File: src/rtl/core/sccb_pkg.sv
`default_nettype none

package sccb_pkg;

  localparam int BYTE_W = 8;
  localparam int WAIT_W = 16;
  localparam int CMD_W  = 3;
  localparam int CNT_W  = 4;
  localparam int ADDR_W = 3;
  localparam int DATA_W = 32;

  localparam logic [CNT_W-1:0]  BITS_PER_BYTE = CNT_W'(BYTE_W);
  localparam logic [WAIT_W-1:0] HALF_BIT_RESET = WAIT_W'(50);

  // Register byte addresses on the configuration port.
  localparam logic [ADDR_W-1:0] ADDR_HALF_BIT = ADDR_W'(0);

  localparam logic [CMD_W-1:0] CMD_START = CMD_W'(0);
  localparam logic [CMD_W-1:0] CMD_STOP  = CMD_W'(1);
  localparam logic [CMD_W-1:0] CMD_WRITE = CMD_W'(2);
  localparam logic [CMD_W-1:0] CMD_READ  = CMD_W'(3);
  localparam logic [CMD_W-1:0] CMD_NOACK = CMD_W'(4);

  typedef struct packed {
    logic              req_valid;
    logic [CMD_W-1:0]  req_type;
    logic [BYTE_W-1:0] wr_byte;
    logic              sda_in;
  } item_t;

  typedef struct packed {
    logic              scl_out;
    logic              sda_out;
    logic              sda_drive;
    logic              busy_res;
    logic              done_res;
    logic              ack_ok;
    logic [BYTE_W-1:0] rd_byte;
  } res_t;

endpackage

`default_nettype wire

File: src/rtl/core/sccb_regs.sv
`default_nettype none

module sccb_regs (
  input  wire logic                        clk,
  input  wire logic                        rst,
  input  wire logic                        psel,
  input  wire logic                        penable,
  input  wire logic                        pwrite,
  input  wire logic [sccb_pkg::ADDR_W-1:0] paddr,
  input  wire logic [sccb_pkg::DATA_W-1:0] pwdata,
  output logic      [sccb_pkg::DATA_W-1:0] prdata,
  output logic                             pready,
  output logic      [sccb_pkg::WAIT_W-1:0] half_bit_ticks
);
  import sccb_pkg::*;

  logic wr_en;

  assign pready = 1'b1;
  assign wr_en  = psel && penable && pwrite && pready;

  always_ff @(posedge clk) begin
    if (rst) begin
      half_bit_ticks <= HALF_BIT_RESET;
    end else if (wr_en && paddr == ADDR_HALF_BIT) begin
      half_bit_ticks <= pwdata[WAIT_W-1:0];
    end
  end

  always_comb begin
    if (paddr == ADDR_HALF_BIT) begin
      prdata = DATA_W'(half_bit_ticks);
    end else begin
      prdata = '0;
    end
  end

endmodule

`default_nettype wire

File: src/rtl/core/sccb_engine.sv
`default_nettype none

module sccb_engine (
  input  wire logic                        clk,
  input  wire logic                        rst,
  input  wire logic                        step_en,
  input  wire sccb_pkg::item_t             item,
  input  wire logic [sccb_pkg::WAIT_W-1:0] half_bit_ticks,
  output sccb_pkg::res_t                   res
);
  import sccb_pkg::*;

  typedef enum logic [2:0] {
    PH_IDLE,
    PH_A,
    PH_B,
    PH_C,
    PH_D
  } phase_t;

  phase_t            phase, phase_next;
  logic [CMD_W-1:0]  active_cmd, active_cmd_next;
  logic [CNT_W-1:0]  bit_count, bit_count_next;
  logic [WAIT_W-1:0] wait_count, wait_count_next;
  logic [BYTE_W-1:0] shift_reg, shift_reg_next;
  logic              clock_level, clock_level_next;
  logic              data_level, data_level_next;
  logic              data_driven, data_driven_next;
  logic              ack_flag, ack_flag_next;
  logic [BYTE_W-1:0] read_hold, read_hold_next;

  logic [WAIT_W-1:0] wait_len;
  logic [WAIT_W-1:0] wait_dec;
  logic [CNT_W-1:0]  bit_inc;
  logic              done;

  assign wait_len = (half_bit_ticks == '0) ? WAIT_W'(1) : half_bit_ticks;
  assign wait_dec = wait_count - WAIT_W'(1);
  assign bit_inc  = bit_count + CNT_W'(1);

  always_comb begin
    phase_next       = phase;
    active_cmd_next  = active_cmd;
    bit_count_next   = bit_count;
    wait_count_next  = wait_count;
    shift_reg_next   = shift_reg;
    clock_level_next = clock_level;
    data_level_next  = data_level;
    data_driven_next = data_driven;
    ack_flag_next    = ack_flag;
    read_hold_next   = read_hold;
    done             = 1'b0;

    if (phase == PH_IDLE) begin
      if (item.req_valid && item.req_type <= CMD_NOACK) begin
        active_cmd_next = item.req_type;
        phase_next      = PH_A;
        bit_count_next  = '0;
        wait_count_next = wait_len;
        case (item.req_type)
          CMD_START: begin
            data_level_next  = 1'b1;
            clock_level_next = 1'b1;
          end
          CMD_STOP: begin
            data_level_next = 1'b0;
          end
          CMD_WRITE: begin
            data_level_next = item.wr_byte[BYTE_W-1];
            shift_reg_next  = {item.wr_byte[BYTE_W-2:0], 1'b0};
          end
          CMD_READ: begin
            data_driven_next = 1'b0;
            shift_reg_next   = '0;
          end
          default: begin
          end
        endcase
      end
    end else if (wait_dec != '0) begin
      wait_count_next = wait_dec;
    end else begin
      // End of a wait: play the next edges of the active command.
      wait_count_next = wait_len;
      case (phase)
        PH_A:    phase_next = PH_B;
        PH_B:    phase_next = PH_C;
        PH_C:    phase_next = PH_D;
        default: phase_next = PH_IDLE;
      endcase
      case (active_cmd)
        CMD_START: begin
          if (phase == PH_A) begin
            data_level_next = 1'b0;
          end else begin
            clock_level_next = 1'b0;
            done             = 1'b1;
          end
        end
        CMD_STOP: begin
          if (phase == PH_A) begin
            clock_level_next = 1'b1;
          end else if (phase == PH_B) begin
            data_level_next = 1'b1;
          end else begin
            done = 1'b1;
          end
        end
        CMD_NOACK: begin
          if (phase == PH_A) begin
            data_level_next  = 1'b1;
            clock_level_next = 1'b1;
          end else if (phase == PH_B) begin
            clock_level_next = 1'b0;
          end else if (phase == PH_C) begin
            data_level_next = 1'b0;
          end else begin
            done = 1'b1;
          end
        end
        CMD_WRITE: begin
          if (phase == PH_A) begin
            clock_level_next = 1'b1;
          end else if (phase == PH_B) begin
            clock_level_next = 1'b0;
            bit_count_next   = bit_inc;
            if (bit_inc < BITS_PER_BYTE) begin
              data_level_next = shift_reg[BYTE_W-1];
              shift_reg_next  = {shift_reg[BYTE_W-2:0], 1'b0};
              phase_next      = PH_A;
            end else begin
              data_driven_next = 1'b0;
            end
          end else if (phase == PH_C) begin
            clock_level_next = 1'b1;
          end else begin
            ack_flag_next    = !item.sda_in;
            clock_level_next = 1'b0;
            data_driven_next = 1'b1;
            done             = 1'b1;
          end
        end
        CMD_READ: begin
          if (phase == PH_A) begin
            clock_level_next = 1'b1;
            shift_reg_next   = {shift_reg[BYTE_W-2:0], item.sda_in};
          end else begin
            clock_level_next = 1'b0;
            bit_count_next   = bit_inc;
            if (bit_inc < BITS_PER_BYTE) begin
              phase_next = PH_A;
            end else begin
              data_driven_next = 1'b1;
              read_hold_next   = shift_reg;
              done             = 1'b1;
            end
          end
        end
        default: begin
          done = 1'b1;
        end
      endcase
      if (done) begin
        phase_next      = PH_IDLE;
        wait_count_next = wait_dec;
      end
    end
  end

  always_ff @(posedge clk) begin
    if (rst) begin
      phase       <= PH_IDLE;
      active_cmd  <= CMD_START;
      bit_count   <= '0;
      wait_count  <= '0;
      shift_reg   <= '0;
      clock_level <= 1'b1;
      data_level  <= 1'b1;
      data_driven <= 1'b1;
      ack_flag    <= 1'b0;
      read_hold   <= '0;
    end else if (step_en) begin
      phase       <= phase_next;
      active_cmd  <= active_cmd_next;
      bit_count   <= bit_count_next;
      wait_count  <= wait_count_next;
      shift_reg   <= shift_reg_next;
      clock_level <= clock_level_next;
      data_level  <= data_level_next;
      data_driven <= data_driven_next;
      ack_flag    <= ack_flag_next;
      read_hold   <= read_hold_next;
    end
  end

  always_comb begin
    res.scl_out   = clock_level_next;
    res.sda_out   = data_driven_next && data_level_next;
    res.sda_drive = data_driven_next;
    res.busy_res  = (phase_next != PH_IDLE);
    res.done_res  = done;
    res.ack_ok    = ack_flag_next;
    res.rd_byte   = read_hold_next;
  end

endmodule

`default_nettype wire

File: src/rtl/core/sccb_master_bit_engine.sv
// SCCB master bit engine.
// Each word on the input channel is one timing tick: an optional command
// (req_valid with req_type and, for a write, wr_byte) and the sampled data
// line sda_in. For every tick accepted, exactly one word leaves on the output
// channel with the clock and data line levels, the drive enable, busy and done
// flags, the last acknowledge and the last byte read, all as they stand after
// that tick. Commands that arrive while a sequence is running are dropped.
// The wait between line edges is set by the half_bit_ticks register on the
// APB port; configure it only while the engine is idle.
// An accepted tick passes through the input register, then the next-state
// logic feeding the output register. One tick is taken every cycle while
// the receiver does not stall the output word.
// When the receiver stalls, the output word holds and the input register
// stalls in turn once it is full; no tick is lost or repeated.
// Synchronous reset empties both registers and returns the bus to idle
// (clock and data high, data driven) with half_bit_ticks at 50.
`default_nettype none

module sccb_master_bit_engine (
  input  wire logic                        clk,
  input  wire logic                        rst,
  input  wire logic                        in_valid,
  output logic                             in_stall,
  input  wire logic                        req_valid,
  input  wire logic [sccb_pkg::CMD_W-1:0]  req_type,
  input  wire logic [sccb_pkg::BYTE_W-1:0] wr_byte,
  input  wire logic                        sda_in,
  output logic                             out_valid,
  input  wire logic                        out_stall,
  output logic                             scl_out,
  output logic                             sda_out,
  output logic                             sda_drive,
  output logic                             busy_res,
  output logic                             done_res,
  output logic                             ack_ok,
  output logic      [sccb_pkg::BYTE_W-1:0] rd_byte,
  input  wire logic                        psel,
  input  wire logic                        penable,
  input  wire logic                        pwrite,
  input  wire logic [sccb_pkg::ADDR_W-1:0] paddr,
  input  wire logic [sccb_pkg::DATA_W-1:0] pwdata,
  output logic      [sccb_pkg::DATA_W-1:0] prdata,
  output logic                             pready
);
  import sccb_pkg::*;

  logic              in_full;
  item_t             item_r;
  logic              advance;
  logic [WAIT_W-1:0] half_bit_ticks;
  res_t              res;
  res_t              res_r;

  assign advance  = in_full && !(out_valid && out_stall);
  assign in_stall = in_full && out_valid && out_stall;

  sccb_regs u_regs (
    .clk           (clk),
    .rst           (rst),
    .psel          (psel),
    .penable       (penable),
    .pwrite        (pwrite),
    .paddr         (paddr),
    .pwdata        (pwdata),
    .prdata        (prdata),
    .pready        (pready),
    .half_bit_ticks(half_bit_ticks)
  );

  sccb_engine u_engine (
    .clk           (clk),
    .rst           (rst),
    .step_en       (advance),
    .item          (item_r),
    .half_bit_ticks(half_bit_ticks),
    .res           (res)
  );

  always_ff @(posedge clk) begin
    if (rst) begin
      in_full <= 1'b0;
    end else if (!in_stall) begin
      in_full <= in_valid;
    end
  end

  always_ff @(posedge clk) begin
    if (!in_stall) begin
      item_r.req_valid <= req_valid;
      item_r.req_type  <= req_type;
      item_r.wr_byte   <= wr_byte;
      item_r.sda_in    <= sda_in;
    end
  end

  always_ff @(posedge clk) begin
    if (rst) begin
      out_valid <= 1'b0;
    end else if (advance) begin
      out_valid <= 1'b1;
    end else if (!out_stall) begin
      out_valid <= 1'b0;
    end
  end

  always_ff @(posedge clk) begin
    if (advance) begin
      res_r <= res;
    end
  end

  assign scl_out   = res_r.scl_out;
  assign sda_out   = res_r.sda_out;
  assign sda_drive = res_r.sda_drive;
  assign busy_res  = res_r.busy_res;
  assign done_res  = res_r.done_res;
  assign ack_ok    = res_r.ack_ok;
  assign rd_byte   = res_r.rd_byte;

endmodule

`default_nettype wire

File: config.mk
export PLATFORM = sky130hd
export DESIGN_NAME = sccb_master_bit_engine
export DESIGN_NICKNAME = d
export VERILOG_FILES = /design/src/rtl/core/sccb_pkg.sv /design/src/rtl/core/sccb_regs.sv /design/src/rtl/core/sccb_engine.sv /design/src/rtl/core/sccb_master_bit_engine.sv
export SDC_FILE = /design/constraint.sdc
export NUM_CORES = 1
export LEC_CHECK = 0
export CAP_MARGIN = 10
export CORE_MARGIN = 2
export CORE_UTILIZATION = 50
export DETAILED_ROUTE_END_ITERATION = 8
export DONT_BUFFER_PORTS = 1
export SLEW_MARGIN = 0
export SYNTH_ARGS = -nofsm -noshare
export SYNTH_HDL_FRONTEND = slang
export SYNTH_SLANG_ARGS = --single-unit
File: constraint.sdc
create_clock -name clk -period 3.75 [get_ports clk]
set_clock_uncertainty 0.1 [all_clocks]
set_input_delay 1.125 -clock clk [delete_from_list [all_inputs] [get_ports clk]]
set_output_delay 1.125 -clock clk [all_outputs]
set_load 0.05 [all_outputs]
; ---- Word-level counts from Yosys, hierarchy flattened
; Index checks and enable logic that the tools add are counted.
; W data, S select, Z words.
[totals]
word_cells = 166
output_inout_bits = 49
ramBits = 0
inputBits = 55
reg_bits = 91
romBits = 0
latch_bits = 0
mem_count = 0
[classes]
eq_ne = 19
n_bitwise = 0
shifts = 0
n_mux = 94
reduce_logical = 25
addsub = 2
div = 0
magnitude_cmp = 2
multipliers = 0
[op_table]
columns = cell, count
row1 = $mux W16, 6
row2 = $mux W8, 12
row3 = $mux W1, 52
row4 = $pmux W8 S2, 2
row5 = $mux W3, 8
row6 = $mux W4, 6
row7 = $eq A3 B2 Y1 const B, 6
row8 = $logic_not A16 Y1, 1
row9 = $reduce_bool A16 Y1, 1
row10 = $sub A16 B1 Y16 const B, 1
row11 = $logic_not A3 Y1, 4
row12 = $eq A3 B1 Y1 const B, 3
row13 = $logic_and A1 B1 Y1, 9
row14 = $ne A3 B1 Y1 const B, 3
row15 = $pmux W3 S3, 1
row16 = $reduce_and A9 Y1, 1
row17 = $pmux W1 S4, 2
row18 = $pmux W4 S2, 1
row19 = $reduce_and A7 Y1, 1
row20 = $ne A3 B2 Y1 const B, 2
row21 = $pmux W3 S2, 1
row22 = $reduce_bool A3 Y1, 2
row23 = $pmux W1 S5, 1
row24 = $add A4 B1 Y4 const B, 1
row25 = 12 further kinds, 15

; ---- Depth between registers and ports, before layout
; Gate-level depths: netlist of the first run.
[logic_depth]
depth_word = 11
ltp_mapped = 13
ltp_nobuf = 10

; ---- Modules after synthesis
; A second synthesis of the first run with hierarchy kept.
[hier_totals]
hier_cells = 562
area_unflattened_um2 = 5176.2
[modules_own_cells]
columns = mod, cells_each, area_each_um2, instances, seq_area_each_um2
row1 = sccb_engine, 419, 3298.2, 1, 920.9
row2 = sccb_regs, 107, 984.7, 1, 320.3
row3 = sccb_master_bit_engine, 36, 893.4, 1, 850.8

; ---- Least setup slack after synthesis of the first run
; Ideal clock, no wire load.
[synth_path]
kind = in2out
from = input port paddr[1] (netlist bit)
to = output port prdata[10] (netlist bit)
t_required_ps = 2525
setup_slack_ps = 285
arrival_time_ps = 2240
n_path_buf = 1
cell_stages = 3
cell_sequence = nor3_1 -> clkbuf_1 -> and2_1
[synth_via]
elab_chain_cells = 2
[synth_rtl]
columns = element, line_no
row1 = "start, declared", sccb_master_bit_engine.sv:40  ; input wire logic [sccb_pkg::ADDR_W-1:0] paddr,
row2 = $logic_not A3 Y1, sccb_regs.sv:31  ; if (paddr == ADDR_HALF_BIT) begin
row3 = $mux W16, sccb_regs.sv:31
row4 = "end, declared", sccb_master_bit_engine.sv:42  ; output logic [sccb_pkg::DATA_W-1:0] prdata,
; Every way passes these cells.

; ---- Worst setup path in the final report of the first run
[layout_path]
from = register u_engine.wait_count[8]
to = register u_engine.wait_count[9]
[layout_via]
elab_chain_cells = 4
elab_cells_between_ends = 5
cone_classes = add/sub: 1 / mux: 3 / reduce/logical: 1
[layout_rtl]
columns = element, line_no
row1 = "start, declared", sccb_engine.sv:24  ; logic [WAIT_W-1:0] wait_count, wait_count_next;
row2 = "start signal, assigned", sccb_engine.sv:186  ; wait_count <= wait_count_next;
row3 = $sub A16 B1 Y16 (*), sccb_engine.sv:38  ; assign wait_dec = wait_count - WAIT_W'(1);
row4 = $reduce_bool A16 Y1 / $mux W16 (equally long branches), "sccb_engine.sv:80, sccb_engine.sv:163"
row5 = $mux W16 (*), sccb_engine.sv:80  ; end else if (wait_dec != '0) begin
row6 = $mux W16 (*), sccb_engine.sv:54  ; if (phase == PH_IDLE) begin
; Every way passes the cells marked *; elsewhere a longest branch is shown, timed or not.
; A chain may end at the register's enable or synchronous reset.

==> flow_summary.ini, run 1 <==
[routing]
drt_wl_total_mm = 12.2
dr_total_vias = 4305
routedWlPerCell_um = 16.7
drtIter0Drc = 255
viasPerCell = 5.87
drtPass1Iterations = 4
detail-route-antenna-nets = 0
drc = 0

[worst_setup_path]
worstSetupPathType = reg -> reg
cp.arrival_ns = 3.49
required_ns = 3.94
reg2reg_depth = 8
start_kind = flop
critPathMaxStageDelay_ns = 0.72
critPathSlowestCell = nor2_1
cp_num_buf_inv = 0
crit_cells = 8
endpoint_kind = flop
crit_family = simple AND/OR/NAND/NOR gates
worstPathCellList = nor3_1 -> and4_1 -> nand3_1 -> xnor2_1 -> nor4_2 -> nor2_1 -> mux2i_1 -> a221oi_1
worstPathMaxFanout = 13

[cts]
cts.clk_slew.worst_paths_ns = 0.10
clock_sinks = 91
cts_root_buffer = clkbuf_8
post_cts_buffers = 0
insertion_delay_ns = 0.37
cts_buffer_depth = 2
ctsHtreeMaxLevel = 3
cts_hold_buf = 0
numCtsBuffers = 9
cts_tree = done
ctsResizeCount = 0

[logic_synthesis]
yosys_warnings = 0
synth_cell_types = 68
seq_area_frac_synth_pct = 41.4
synth-seq-cells = 91
yosysTopAreaCellShare_pct = 25.4
synth_area_leaders = dfxtp_1 (25%), edfxtp_1 (16%), nand2_1 (5.8%), a21oi_1 (4.3%), o21ai_0 (3.8%)
syn_area_per_cell_um2 = 8.49
synth_top_family_by_area = simple AND/OR/NAND/NOR gates
synth_xor_area_share_pct = 1.04
syn_area_mm2 = 0.00505
synth_ff_type = dfxtp_1
synth.largest_area_cell = dfxtp_1
synthCells = 595
synthMuxAreaShare_pct = 3.97
yosys.area_share.simple_pct = 27.0
synthArstFlopShare_pct = 0
synth-compound-area-share_pct = 17.9
synth_edf_count = 27
synth_adder_area_share_pct = 0.743

[timing]
report.final.slew_viol_count = 0
rsz0062_at_grt = no
finalCritPeriodShare_pct = 88.0
tightest_slew_ns = 0.912
finalSetupViolCount = 0
slew_headroom_pct = 39.0
final.setup.tns_ns = 0
period_needed_ns = 3.30
finalHoldViolCount = 0
clock.fmax_ghz = 0.303

[cells_and_area]
reg_top3 = u_engine.wait_count: 16 flops, u_regs.half_bit_ticks: 16 flops, item_r: 13 flops
syn_to_final_growth_pct = 10.6
layoutNonFillerInstCount = 734
nNetsFinal = 653
drive_above_1_share_pct = 12.3

[placed_design]
finalWeightedCongestion = 0.895
dp.cells = 717
dp_hpwl_mm = 8.58
portBuffers = 0

[floorplan]
num_rows = 36
coreArea_mm2 = 0.00977
initial_core_util_pct = 51.7
die_y_um = 104
pin_count = 104
die_area_mm2 = 0.0109
die_w_um = 104

[power_and_ir_drop]
max-vdd-ir-drop_mv = 0.210
p_leak_uw = 0.00201
powerDensity_mw_per_mm2 = 403

[hold_path]
hp-class = reg -> reg
min_path_cells = 2

[grt]
grt_max_degree = 54
track_usage_pct = 22.6
grt_overflow = 0
grt_pass1_wl_mm = 20.0
grt_pass1_vias = 3947
antenna_found_initial = 1

[outcome]
status = finished clean

[run]
cap_violations = 0
## through the flow
| stage | setup WS [ns] | util [%] | cell area [µm²] | total power (µW) | hold slack, ns |
|---|---|---|---|---|---|
| floorplan | 0.285 | - | 5100 | 1490 | 0.344 |
| CTS | 0.496 | 57.1 | 5580 | 2260 | 0.366 |
| finish | 0.449 | 57.1 | 5580 | 2250 | 0.367 |
| detailed placement | 0.523 | 55.0 | 5370 | 1560 | 0.354 |
| global route | 0.185 | 57.1 | 5580 | 2350 | 0.387 |
| global placement | 0.539 | 55.0 | 5370 | 1550 | 0.344 |
## power breakdown
group          internal (µW)  leakage [µW]  switching (µW)  total, µW
combinational            134       0.00113             291        425
sequential              1050      0.000777            67.4       1120
clock                    321      0.000108             387        708
total                   1500       0.00201             746       2250
## synth_stat cells (3+ instances only)
library cell / n
nand2_1: 78
dfxtp_1: 64
nor2_1: 45
a21oi_1: 43
o21ai_0: 38
nand3_1: 28
edfxtp_1: 27
clkbuf_1: 26
buf_4: 23
and2_1: 19
nand4_1: 17
nor3_1: 17
inv_1: 16
mux2i_1: 11
nor4_1: 10
a31oi_1: 9
a211oi_1: 8
mux2_2: 8
a22oi_1: 7
or3_1: 7
nand2b_1: 6
nor2b_1: 6
buf_6: 4
o211ai_1: 4
xor2_1: 4
a32oi_1: 3
a41oi_1: 3
ha_1: 3
nor3b_1: 3
or2_2: 3
## cell usage in the layout, fill, tap and decap left out, types with 7 or more instances in the layout
master	count
nand2_1	78
dfxtp_1	64
nor2_1	45
a21oi_1	43
o21ai_0	38
nand3_1	28
edfxtp_1	27
and2_1	19
nand4_1	17
conb_1	17
inv_1	16
nor3_1	16
buf_12	16
buf_4	14
mux2i_1	11
nor4_1	10
a31oi_1	9
clkbuf_8	9
mux2_2	8
a211oi_1	8
or3_1	7
a22oi_1	7
## area by class of cell
type	count	area, µm²
inverter	16	60.1
antenna	1	2.50
clock buffer	9	124
multi-input combinational	447	2630
clock inverter	7	83.8
tap	133	166
timing repair buffer	30	425
sequential	91	2090
fill	893	4190
## tightest hold or removal path: stages, from the launching register on
cell and delay, ns:
dfxtp_1 0.33, nand2_1 0.06, a21oi_1 0.05
## layer usage
metal  wire length (µm)  vias up  track usage [%]
li1                   -     2121                -
met5                  0        -                0
met2               5430      138             33.9
met3                931       11             6.02
met4                150        0             6.66
met1               5730     2035             31.9
## logic make-up (layout without fill, tap and decap cells)
family          count (synthesis)  in the layout
compound gates                142            142
xor+xnor                        6              6
fa+ha+maj                       3              3
buf+inv                        72             62
flops                          91             91
mux                            19             19
other cells                     2             18
simple gates                  260            260
## path summary, 6_finish.rpt
check | from | to | slack, ns
setup reg to reg | u_engine.wait_count[8] | u_engine.wait_count[9] | 0.45
setup / recovery | u_engine.wait_count[8] | u_engine.wait_count[9] | 0.45
hold / removal | u_engine.bit_count[3] | u_engine.bit_count[3] | 0.37
hold reg to reg | u_engine.bit_count[3] | u_engine.bit_count[3] | 0.37
No activity file was read; power rests on OpenSTA's default activity.
==> inputs of run 2 (changes only) <==
--- a/config.mk
+++ b/config.mk
@@ -8,6 +8,7 @@
 export CAP_MARGIN = 10
 export CORE_MARGIN = 2
 export CORE_UTILIZATION = 50
+export CTS_BUF_LIST = sky130_fd_sc_hd__clkbuf_8
 export DETAILED_ROUTE_END_ITERATION = 8
 export DONT_BUFFER_PORTS = 1
 export SLEW_MARGIN = 0
==> constraint.sdc (replaced) <==
create_clock -name clk -period 3.75 [get_ports clk]
set_clock_uncertainty 0.1 [all_clocks]
set_input_delay 1.125 -clock clk [delete_from_list [all_inputs] [get_ports clk]]
set_output_delay 1.125 -clock clk [all_outputs]
set_load 0.02 [all_outputs]
==> run 2 against run 1 <==
Compared with the run above: via count shrank 0.60%; largest power group unchanged; worst hold slack got worse by 0.0040 ns; power down 2.8%; sequential power about the same; global-route usage increased by 0.37 points; critical path depth is 2 higher; wire length up 0.53%; first-iteration DRC count decreased by 9.4%; critical endpoint is now u_engine.bit_count[2]; non-clock buffer count down 16.
==> flow_summary.ini, run 2 (synthesis gave the netlist of run 1 again) <==
[outcome]
status = finished clean

[cts]
clock_sinks = 91
cts_root_buffer = clkbuf_8
numCtsBuffers = 9
cts_hold_buf = 0
insertion_delay_ns = 0.38
cts.clk_slew.worst_paths_ns = 0.09
cts_buffer_depth = 2
ctsResizeCount = 0
post_cts_buffers = 0
ctsHtreeMaxLevel = 3
cts_tree = done

[timing]
report.final.slew_viol_count = 0
final.setup.tns_ns = 0
finalSetupViolCount = 0
finalCritPeriodShare_pct = 88.2
fin_ws_ns = 0.442
clock.fmax_ghz = 0.302
period_needed_ns = 3.31
tightest_slew_ns = 0.917
rsz0062_at_grt = no
finalHoldViolCount = 0
slew_headroom_pct = 38.9

[floorplan]
initial_core_util_pct = 51.7
die_y_um = 104
coreArea_mm2 = 0.00977
num_rows = 36
pin_count = 104
die_w_um = 104
die_area_mm2 = 0.0109

[cells_and_area]
n_fill_cell = 944
final_common_cell = nand2_1
final_cell_mix = nand2_1 (78), dfxtp_1 (64), nor2_1 (45), a21oi_1 (43), o21ai_0 (38)
design_area_mm2 = 0.00526
nNetsFinal = 637
syn_to_final_growth_pct = 4.14
drive_above_1_share_pct = 9.76
layoutNonFillerInstCount = 719
seqCellArea_mm2 = 0.00209
fin_util_pct = 53.8
multi_input_area_mm2 = 0.00263
reg_top3 = u_engine.wait_count: 16 flops, u_regs.half_bit_ticks: 16 flops, item_r: 13 flops

[routing]
detail-route-antenna-nets = 0
drtPass1Iterations = 5
viasPerCell = 5.95
drc = 0
drt_wl_total_mm = 12.3
routedWlPerCell_um = 17.1
dr_total_vias = 4279
drtIter0Drc = 231

[placed_design]
dp_slack_ns = 0.505
dpl-instance-area_mm2 = 0.00505
dp_hpwl_mm = 8.55
dp.cells = 701
finalWeightedCongestion = 0.901
portBuffers = 0

[power_and_ir_drop]
p_leak_uw = 0.00188
max-vdd-ir-drop_mv = 0.250
powerDensity_mw_per_mm2 = 416

[grt]
grt_pass1_vias = 3981
grt_max_degree = 54
antenna_found_initial = 1
grt_pass1_wl_mm = 20.1
track_usage_pct = 23.0
grt_overflow = 0

[worst_setup_path]
critPathMaxStageDelay_ns = 0.58
endpoint_kind = flop
worstPathCellList = inv_1 -> ha_1 -> o21bai_1 -> a311oi_1 -> a311o_2 -> o211ai_1 -> or4_4 -> a21o_1 -> or3_1 -> a21oi_1
worstPathMaxFanout = 10
cp.arrival_ns = 3.52
required_ns = 3.96
worstSetupPathType = reg -> reg
start_kind = flop
critPathSlowestCell = or4_4

[hold_path]
hp-class = reg -> reg

[run]
cap_violations = 0
-- run 2: changes by cell type in the layout (fill, tap and decap cells not counted) --
cell / delta
buf_12: -16
clkinv_4: -1
diode_2: +1
inv_1: +1
inv_6: +1
inv_8: -1
-- run 2: area by class of cell --
type | count | area share, %
inverters | 16 | 1.14
well taps | 133 | 3.17
multi-input cells | 447 | 50.0
flip-flops and latches | 91 | 39.8
clock buffers | 9 | 2.36
clock inverters | 7 | 1.45
diodes | 2 | 0.0952
repair buffers | 14 | 2.00
-- run 2: through the flow --
stage	hold slack [ns]	power, µW
finish	0.363	2190
global route	0.390	2280
CTS	0.366	2200
detailed placement	0.353	1510
global placement	0.343	1500
floorplan	0.344	1450
-- run 2: where the power goes --
group	switching, µW	leakage [µW]	total [µW]	internal (µW)
sequential	51.9	0.000777	1100	1050
combinational	266	0.000995	393	127
clock	377	0.000107	693	315
-- run 2: worst max-delay path, delay by kind of cell (launching register included) --
| kind | cells | cell delay, ns |
|---|---|---|
| AOI/OAI and AO/OA | 6 | 1.25 |
| and+or+nand+nor | 2 | 0.90 |
| DFF | 1 | 0.52 |
| adders and majority gates | 1 | 0.35 |
| buffers and inverters | 1 | 0.12 |
-- run 2: final timing paths --
| kind | cells after the start | startpoint | slack (ns) | endpoint |
|---|---|---|---|---|
| min | 2 | u_engine.bit_count[3] | 0.36 | u_engine.bit_count[3] |
| max reg2reg | 10 | u_engine.wait_count[0] | 0.44 | u_engine.bit_count[2] |
| min reg2reg | 2 | u_engine.bit_count[3] | 0.36 | u_engine.bit_count[3] |
| max | 10 | u_engine.wait_count[0] | 0.44 | u_engine.bit_count[2] |
-- run 2: routing by layer --
| layer | part of all wire [%] | wire length, µm | global-route usage (%) |
|---|---|---|---|
| met2 | 45 | 5510 | 34.5 |
| met3 | 6.2 | 759 | 4.51 |
| met1 | 48 | 5870 | 32.5 |
| met5 | 0 | 0 | 0 |
| met4 | 1.4 | 168 | 8.98 |
==> inputs of run 3 (changes only) <==
--- a/config.mk
+++ b/config.mk
@@ -11,7 +11,9 @@
 export CTS_BUF_LIST = sky130_fd_sc_hd__clkbuf_8
 export DETAILED_ROUTE_END_ITERATION = 8
 export DONT_BUFFER_PORTS = 1
+export REMOVE_ABC_BUFFERS = 1
 export SLEW_MARGIN = 0
 export SYNTH_ARGS = -nofsm -noshare
 export SYNTH_HDL_FRONTEND = slang
+export SYNTH_HIERARCHICAL = 1
 export SYNTH_SLANG_ARGS = --single-unit
==> run 3 against run 2 <==
Compared with the run above: cell count fell by 4.7%; critical path depth unchanged; via count fell by 4.4%; highest routed layer unchanged.
==> flow_summary.ini, run 3 <==
[cts]
cts_tree = done
cts_root_buffer = clkbuf_8
clock_sinks = 91
cts_buffer_depth = 2
cts.clk_slew.worst_paths_ns = 0.09
ctsResizeCount = 0
numCtsBuffers = 9
insertion_delay_ns = 0.36
ctsHtreeMaxLevel = 3
post_cts_buffers = 0
cts_hold_buf = 0

[worst_setup_path]
start_kind = flop
worstPathMaxFanout = 11
cp.arrival_ns = 3.51
endpoint_kind = flop
worstSetupPathType = reg -> reg
required_ns = 3.90

[logic_synthesis]
yosys_warnings = 6
synth_cell_types = 79
synthMostInstantiatedCell = dfxtp_1
synth-seq-cells = 91
synth_ff_type = dfxtp_1
synth_area_leaders = dfxtp_1 (25%), edfxtp_1 (16%), mux2i_1 (6.0%), nand2b_1 (3.7%), buf_4 (3.6%)
synthCells = 562
syn_area_mm2 = 0.00518
synth_edf_count = 27
synthArstFlopShare_pct = 0
synth.largest_area_cell = dfxtp_1
yosysTopAreaCellShare_pct = 24.8
seq_area_frac_synth_pct = 40.4
syn_area_per_cell_um2 = 9.21
synthTopCellsByCount = dfxtp_1 (64), nor2_1 (50), nand2_1 (36)

[cells_and_area]
layoutNonFillerInstCount = 685
nNetsFinal = 602
reg_top3 = u_engine/wait_count: 16 flops, u_regs/half_bit_ticks: 16 flops, item_r: 13 flops
diodes = 0
final_cell_mix = dfxtp_1 (64), nor2_1 (50), nand2_1 (36), nand2b_1 (31), mux2i_1 (31)
n_fill_cell = 971
syn_to_final_growth_pct = 3.21
drive_above_1_share_pct = 11.5
final_common_cell = dfxtp_1

[routing]
drc = 0
drt_wl_total_mm = 11.6
viasPerCell = 5.97
dr_total_vias = 4092
drtIter0Drc = 302
routedWlPerCell_um = 17.0
drtPass1Iterations = 5
detail-route-antenna-nets = 0

[placed_design]
finalWeightedCongestion = 0.914
dp.cells = 669
portBuffers = 0
dp_hpwl_mm = 7.90

[floorplan]
die_area_mm2 = 0.0112
die_y_um = 106
num_rows = 37
pin_count = 104
die_w_um = 106
coreArea_mm2 = 0.0102
initial_core_util_pct = 50.8

[grt]
grt_pass1_vias = 3811
antenna_found_initial = 0
grt_pass1_wl_mm = 19.2
grt_max_degree = 81
track_usage_pct = 21.3
grt_overflow = 0

[power_and_ir_drop]
max-vdd-ir-drop_mv = 0.217
p_leak_uw = 0.00199
powerDensity_mw_per_mm2 = 366

[timing]
finalCritPeriodShare_pct = 89.6
finalSetupViolCount = 0
finalHoldViolCount = 0
tightest_slew_ns = 1.01
slew_headroom_pct = 32.1
clock.fmax_ghz = 0.297
hold_ws_ns = 0.391
rsz0062_at_grt = no
report.final.slew_viol_count = 0
period_needed_ns = 3.36

[outcome]
status = finished clean

[hold_path]
hp-class = reg -> reg

[run]
cap_violations = 0
-- run 3: cell count changes in the layout (fill, tap and decap cells not counted), sizes merged, moves of 7 or more --
cell | before | now
a21oi | 44 | 27
nand2b | 6 | 31
mux2i | 11 | 31
nand2 | 80 | 37
o21ai | 39 | 19
nand4 | 17 | 10
-- run 3: cells by family (layout without fill, tap and decap cells) --
| kind of cell | after synthesis | count (layout) | synth area share (%) |
|---|---|---|---|
| and+or+nand+nor | 238 | 238 | 25.8 |
| AOI/OAI and AO/OA | 116 | 116 | 16.2 |
| DFF | 91 | 91 | 40.4 |
| buffers and inverters | 70 | 42 | 7.90 |
| muxes | 39 | 39 | 8.32 |
| adders and majority gates | 3 | 3 | 0.725 |
| xor gates and xnor gates | 3 | 3 | 0.508 |
| other | 2 | 17 | 0.145 |
-- run 3: metrics by stage --
step                      setup TNS (ns)  instance area [µm²]  power (µW)  setup WS [ns]  util [%]
after CTS                              0                 5340        1980          0.435      52.5
after global routing                   0                 5340        2040          0.182      52.5
after floorplan                   -42.61                 4880        1240          -1.45         -
after detailed placement               0                 5140        1290          0.469      50.5
final                                  0                 5340        1950          0.388      52.5
after global placement                 0                 5140        1290          0.494      50.5
-- run 3: where the power goes --
| group | total [µW] | switching [µW] | internal [µW] |
|---|---|---|---|
| clock network | 683 | 369 | 314 |
| logic | 194 | 126 | 67.7 |
| registers | 1080 | 38.3 | 1040 |
-- run 3: worst max-delay path, stage by stage (launching register included) --
cell and delay, ns:
dfxtp_1 0.40, inv_1 0.11, ha_1 0.32, nor4b_4 0.38, nand4_1 0.16, xnor2_1 0.23, nor4_1 0.26, buf_4 0.24
or4b_1 0.75, mux2i_1 0.26, nor2_1 0.05
-- run 3: path summary, 6_finish.rpt --
check	startpoint	end	slack [ns]	depth (start not counted)
max	u_engine/wait_count[0]	u_engine/read_hold[2]	0.39	10
min	u_regs/half_bit_ticks[0]	u_regs/half_bit_ticks[0]	0.39	2
max reg2reg	u_engine/wait_count[0]	u_engine/read_hold[2]	0.39	10
min reg2reg	u_regs/half_bit_ticks[0]	u_regs/half_bit_ticks[0]	0.39	2
-- run 3: area by class of cell --
class | instances | area [µm²] | share of cell area (%)
clock buffers | 9 | 124 | 2.32
well taps | 136 | 170 | 3.19
clock inverters | 7 | 73.8 | 1.38
repair buffers | 12 | 90.1 | 1.69
flip-flops and latches | 91 | 2090 | 39.2
inverters | 14 | 52.6 | 0.984
multi-input cells | 416 | 2740 | 51.3
-- run 3: layer usage --
| layer | GRT usage [%] | wire length, µm |
|---|---|---|
| met3 | 4.08 | 528 |
| met5 | 0 | 0 |
| met1 | 29.0 | 5490 |
| met4 | 7.05 | 112 |
| met2 | 34.1 | 5500 |
